==> src/rtl/taas_pkg.sv <==
// taas_pkg: shared constants and the CORDIC angle table for the aim angle solver.
// No dependencies.
package taas_pkg;

  localparam int WORD_W = 64;
  localparam int ANG_W = 32;
  localparam int GUARD_BITS = 24;
  localparam logic [31:0] INV_GAIN_Q32 = 32'h9B74EDA8;
  localparam logic signed [ANG_W-1:0] DEG180 = 32'sd11796480;
  localparam logic signed [ANG_W-1:0] DEG360 = 32'sd23592960;

  localparam logic [7:0] REG_DRAG_GAIN = 8'd0;
  localparam logic [7:0] REG_PITCH_LIMIT = 8'd1;

  localparam logic [15:0] DRAG_GAIN_RST = 16'd1311;
  localparam logic [22:0] PITCH_LIMIT_RST = 23'd5242880;

  typedef logic signed [WORD_W-1:0] word_t;
  typedef logic signed [ANG_W-1:0] ang_t;

  function automatic ang_t atan_q16(input int idx);
    ang_t v;
    case (idx)
      0: v = 32'sd2949120;
      1: v = 32'sd1740967;
      2: v = 32'sd919879;
      3: v = 32'sd466945;
      4: v = 32'sd234379;
      5: v = 32'sd117304;
      6: v = 32'sd58666;
      7: v = 32'sd29335;
      8: v = 32'sd14668;
      9: v = 32'sd7334;
      10: v = 32'sd3667;
      11: v = 32'sd1833;
      12: v = 32'sd917;
      13: v = 32'sd458;
      14: v = 32'sd229;
      15: v = 32'sd115;
      16: v = 32'sd57;
      17: v = 32'sd29;
      18: v = 32'sd14;
      19: v = 32'sd7;
      20: v = 32'sd4;
      21: v = 32'sd2;
      22: v = 32'sd1;
      default: v = 32'sd0;
    endcase
    return v;
  endfunction

endpackage

==> src/rtl/taas_mag_scale.sv <==
// taas_mag_scale: removes the CORDIC gain from a magnitude in two stages: 32x32 products, then their sum.
// Depends on taas_pkg.
module taas_mag_scale #(
  parameter int SB_W = 1
) (
  input  logic                   clk,
  input  logic                   rst_n,
  input  logic                   in_vld,
  input  taas_pkg::word_t        in_x,
  input  logic [SB_W-1:0]        in_sb,
  output logic                   out_vld,
  output logic [taas_pkg::WORD_W-1:0] out_mag,
  output logic [SB_W-1:0]        out_sb
);

  logic [taas_pkg::WORD_W-1:0] mag_in;
  logic [63:0] p_hi_r, p_lo_r;
  logic [63:0] p_hi_nxt, p_lo_nxt;
  logic        vld_a_r, vld_b_r;
  logic [SB_W-1:0] sb_a_r, sb_b_r;
  logic [63:0] mag_r;

  always_comb begin
    mag_in = in_x[taas_pkg::WORD_W-1] ? '0 : in_x;
    p_hi_nxt = 64'(mag_in[63:32]) * 64'(taas_pkg::INV_GAIN_Q32);
    p_lo_nxt = 64'(mag_in[31:0]) * 64'(taas_pkg::INV_GAIN_Q32);
  end

  always_ff @(posedge clk) begin
    if (!rst_n) begin
      vld_a_r <= 1'b0;
      vld_b_r <= 1'b0;
    end else begin
      vld_a_r <= in_vld;
      vld_b_r <= vld_a_r;
    end
    p_hi_r <= p_hi_nxt;
    p_lo_r <= p_lo_nxt;
    sb_a_r <= in_sb;
    mag_r <= p_hi_r + {32'd0, p_lo_r[63:32]};
    sb_b_r <= sb_a_r;
  end

  assign out_vld = vld_b_r;
  assign out_mag = mag_r;
  assign out_sb = sb_b_r;

endmodule

==> config.mk <==
export PLATFORM = sky130hd
export DESIGN_NAME = taas_mag_scale
export DESIGN_NICKNAME = d
export VERILOG_FILES = /design/src/rtl/taas_pkg.sv /design/src/rtl/taas_mag_scale.sv
export SDC_FILE = /design/constraint.sdc
export NUM_CORES = 2
export LEC_CHECK = 0
export BUFFER_PORTS_ARGS = -buffer_cell sky130_fd_sc_hd__buf_2
export CORE_ASPECT_RATIO = 1.4
export CORE_UTILIZATION = 45
export CTS_BUF_LIST = sky130_fd_sc_hd__clkbuf_2
export DETAILED_ROUTE_END_ITERATION = 7
export GPL_TIMING_DRIVEN = 0
export HOLD_SLACK_MARGIN = 0.02
export SYNTH_ARGS = -nofsm -noshare
export SYNTH_HDL_FRONTEND = slang
export SYNTH_SLANG_ARGS = --single-unit
==> constraint.sdc <==
create_clock -name clk -period 7.4 [get_ports clk]
set_input_delay 0.37 -clock clk [delete_from_list [all_inputs] [get_ports clk]]
set_output_delay 0.37 -clock clk [all_outputs]
set_load 0.03 [all_outputs]
==> impl_metrics.toml <==
[synth]
syn-cell-area_sq_mm = 0.0421
async_reset_ff_frac = 0
synth_area_leaders = "fa_1 (42%), ha_1 (21%), inv_1 (12%)"
yosys.area.top_type_share = 0.421
synth-seq-cells = 160
yosysTopAreaCell = "fa_1"
ys.flop_type = "dfxtp_1"
ys_types = 76
synth_nets = 5951
ys_warn_count = 0
synth-edff-count = 0
postSynthAreaPerCell_sq_um = 9.85
ys_seq_area_frac = 0.0760
postSynthCellCount = 4277

[global_route]
grt_max_degree = 20
grt_pass1_vias = 32500
antenna_found_initial = 10
grt_use_total = 0.267
grt_pass1_wl_um = 186000
grt-ovfl-total = 0

[floorplanning]
start_util = 0.455
die_y_um = 364
die_w_um = 261
coreArea_sq_mm = 0.0927
io_pins = 134
dieArea_sq_mm = 0.0948
placement_rows = 132

[timing]
slew_viol_final = 0
tns_ps = 0
final.setup_skew_ps = 79.5
slew_headroom = 0.260
setup_viol = 0
fin_crit_ps = 7280
fmax_ghz = 0.137
timing.final.crit_share = 0.984
worst_pin_slew_ps = 1110
hold_viol = 0

[detailed_routing]
vias = 28800
drtIter0Drc = 1188
ant_nets = 0
avgRoutedWirePerCell_um = 20.7
dr.pass1.iters = 8
wl_um = 119000
drc_errors = 60
vias_per_cell = 5.01

[layout]
layout_common_cells = "inv_1 (1359), fa_1 (884), ha_1 (709)"
drive_above_1_share = 0.0922
fin_cells = 5757
multi_input_area_sq_mm = 0.0339
area_delta_synth_final_pct = 9.37
register_area_sq_mm = 0.00320
fin_nets = 6204
fillers = 8811
layout_commonest_cell = "inv_1"
final_area_sq_mm = 0.0461
final_util = 0.497

[job]
drv_cap = 0

[setup_path]
crit_top_cell = "fa_1"
cp_num_buf_inv = 7
max_stage_delay_ps = 610
cp.required_ps = 8250
worstSetupPathType = "input port to flip-flop"
start_kind = "input port"
worst-path-max-fanout = 10
cp-end-kind = "flip-flop"
critPathSlowestCell = "fa_1"
arrival_ps = 8120
cp_top_family = "adder cells"

[cts]
clock_latency_ps = 960
numCtsBuffers = 17
cts_root_buf = "clkbuf_2"
cts.sinks = 160
htreeDepth = 4
clkTransAtPathRegs_ps = 360
clockBufferDepth = 2
cts_tree = "done"

[placement]
portBuffers = 124
place_congestion = 1.01
place_hpwl_um = 108000
place_area_sq_mm = 0.0444
dpl.cell_count = 5608

[run_status]
status = "finished, violations left"
violations = "design-rule violations"

[min_path]
hold_class = "input port to flip-flop"
==> flip-flops by register name (all words and copies together), names as in the netlist <==
signal / cells
out_sb: 1
p_lo_r: 32
out_vld: 1
out_mag: 64
p_hi_r: 60
vld_a_r: 1
sb_a_r: 1
==> final timing paths <==
path / start / end / slack [ps] / cells past startpoint
max: in_x[63] / p_lo_r[63]$_DFF_P_ / 120 / 26
min: rst_n / out_vld$_SDFF_PN0_ / 120 / 3
max reg2reg: p_hi_r[3]$_DFF_P_ / out_mag[33]$_DFF_P_ / 3760 / 13
min reg2reg: p_lo_r[34]$_DFF_P_ / out_mag[2]$_DFF_P_ / 360 / 0
==> tightest hold or removal path: cells and delay by family <==
family | cells | cell delay (ps)
buffers and inverters | 2 | 620
and+or+nand+nor | 1 | 100
==> cell usage after synthesis (3+ instances only) <==
master and instances:
o221ai_1 3, fa_1 886, ha_1 720, nand2_1 94, xnor2_1 118, xor2_1 54, nor3_1 15, buf_2 12
a21oi_1 127, nor2b_1 51, or2_2 5, nand4_1 39, and3_1 22, nor4_1 5, a21boi_1 3, or3_1 4
o21a_1 12, o211ai_1 11, nor3b_1 3, inv_1 1396, o21bai_1 24, a41oi_1 6, nor2_1 83, and2_1 17
a31oi_1 14, o21ai_0 53, a211oi_1 12, a221oi_1 3, and4_1 8, nand2b_1 58, nand3_1 47, clkbuf_1 47
a21o_1 87, a221o_1 3, dfxtp_1 160, o21ai_1 23, o31ai_1 5
==> per-layer routing <==
| layer | vias up | track usage | wire length [um] |
|---|---|---|---|
| li1 | 13500 | - | - |
| met1 | 14500 | 0.277 | 41700 |
| met2 | 580 | 0.503 | 64500 |
| met3 | 288 | 0.0323 | 4180 |
| met4 | 2 | 0.170 | 8930 |
| met5 | - | 0 | 9 |
==> final cells by class <==
cell class	count	area share
buffer	61	0.00717
inverter	1396	0.117
sequential	160	0.0695
clock inverter	15	0.00391
tap	1206	0.0328
multi-input combinational	2659	0.735
timing repair buffer	235	0.0326
clock buffer	17	0.00185
antenna	8	0.000435
==> per-stage QoR <==
step	setup slack [ps]	hold slack (ps)
2_1_floorplan	-30.4	310
4_1_cts	-3.51	24.2
3_5_place_dp	-2730	315
5_1_grt	-0.472	83.5
3_3_place_gp	-2690	316
6_report	121	117
==> timing repair <==
item                                   CTS  global route
setup buffers                           70            34
endpoints found under the hold margin    4             0
gates cloned                             0             0
setup endpoints to repair               61            26
gates resized for setup                 95            44
pin swaps                                4             8
hold buffers                             6             0
==> kinds of logic after synthesis <==
group / count (synthesis) / synth area share
fa+ha+maj: 1606 / 0.635
simple gates: 459 / 0.0568
xor+xnor: 172 / 0.0358
flops: 160 / 0.0760
buf+inv: 1458 / 0.130
compound gates: 422 / 0.0660
Power is left out: the tool's default activity adds up to more than one toggle a clock period on the data nets, which glitch-free logic cannot reach.
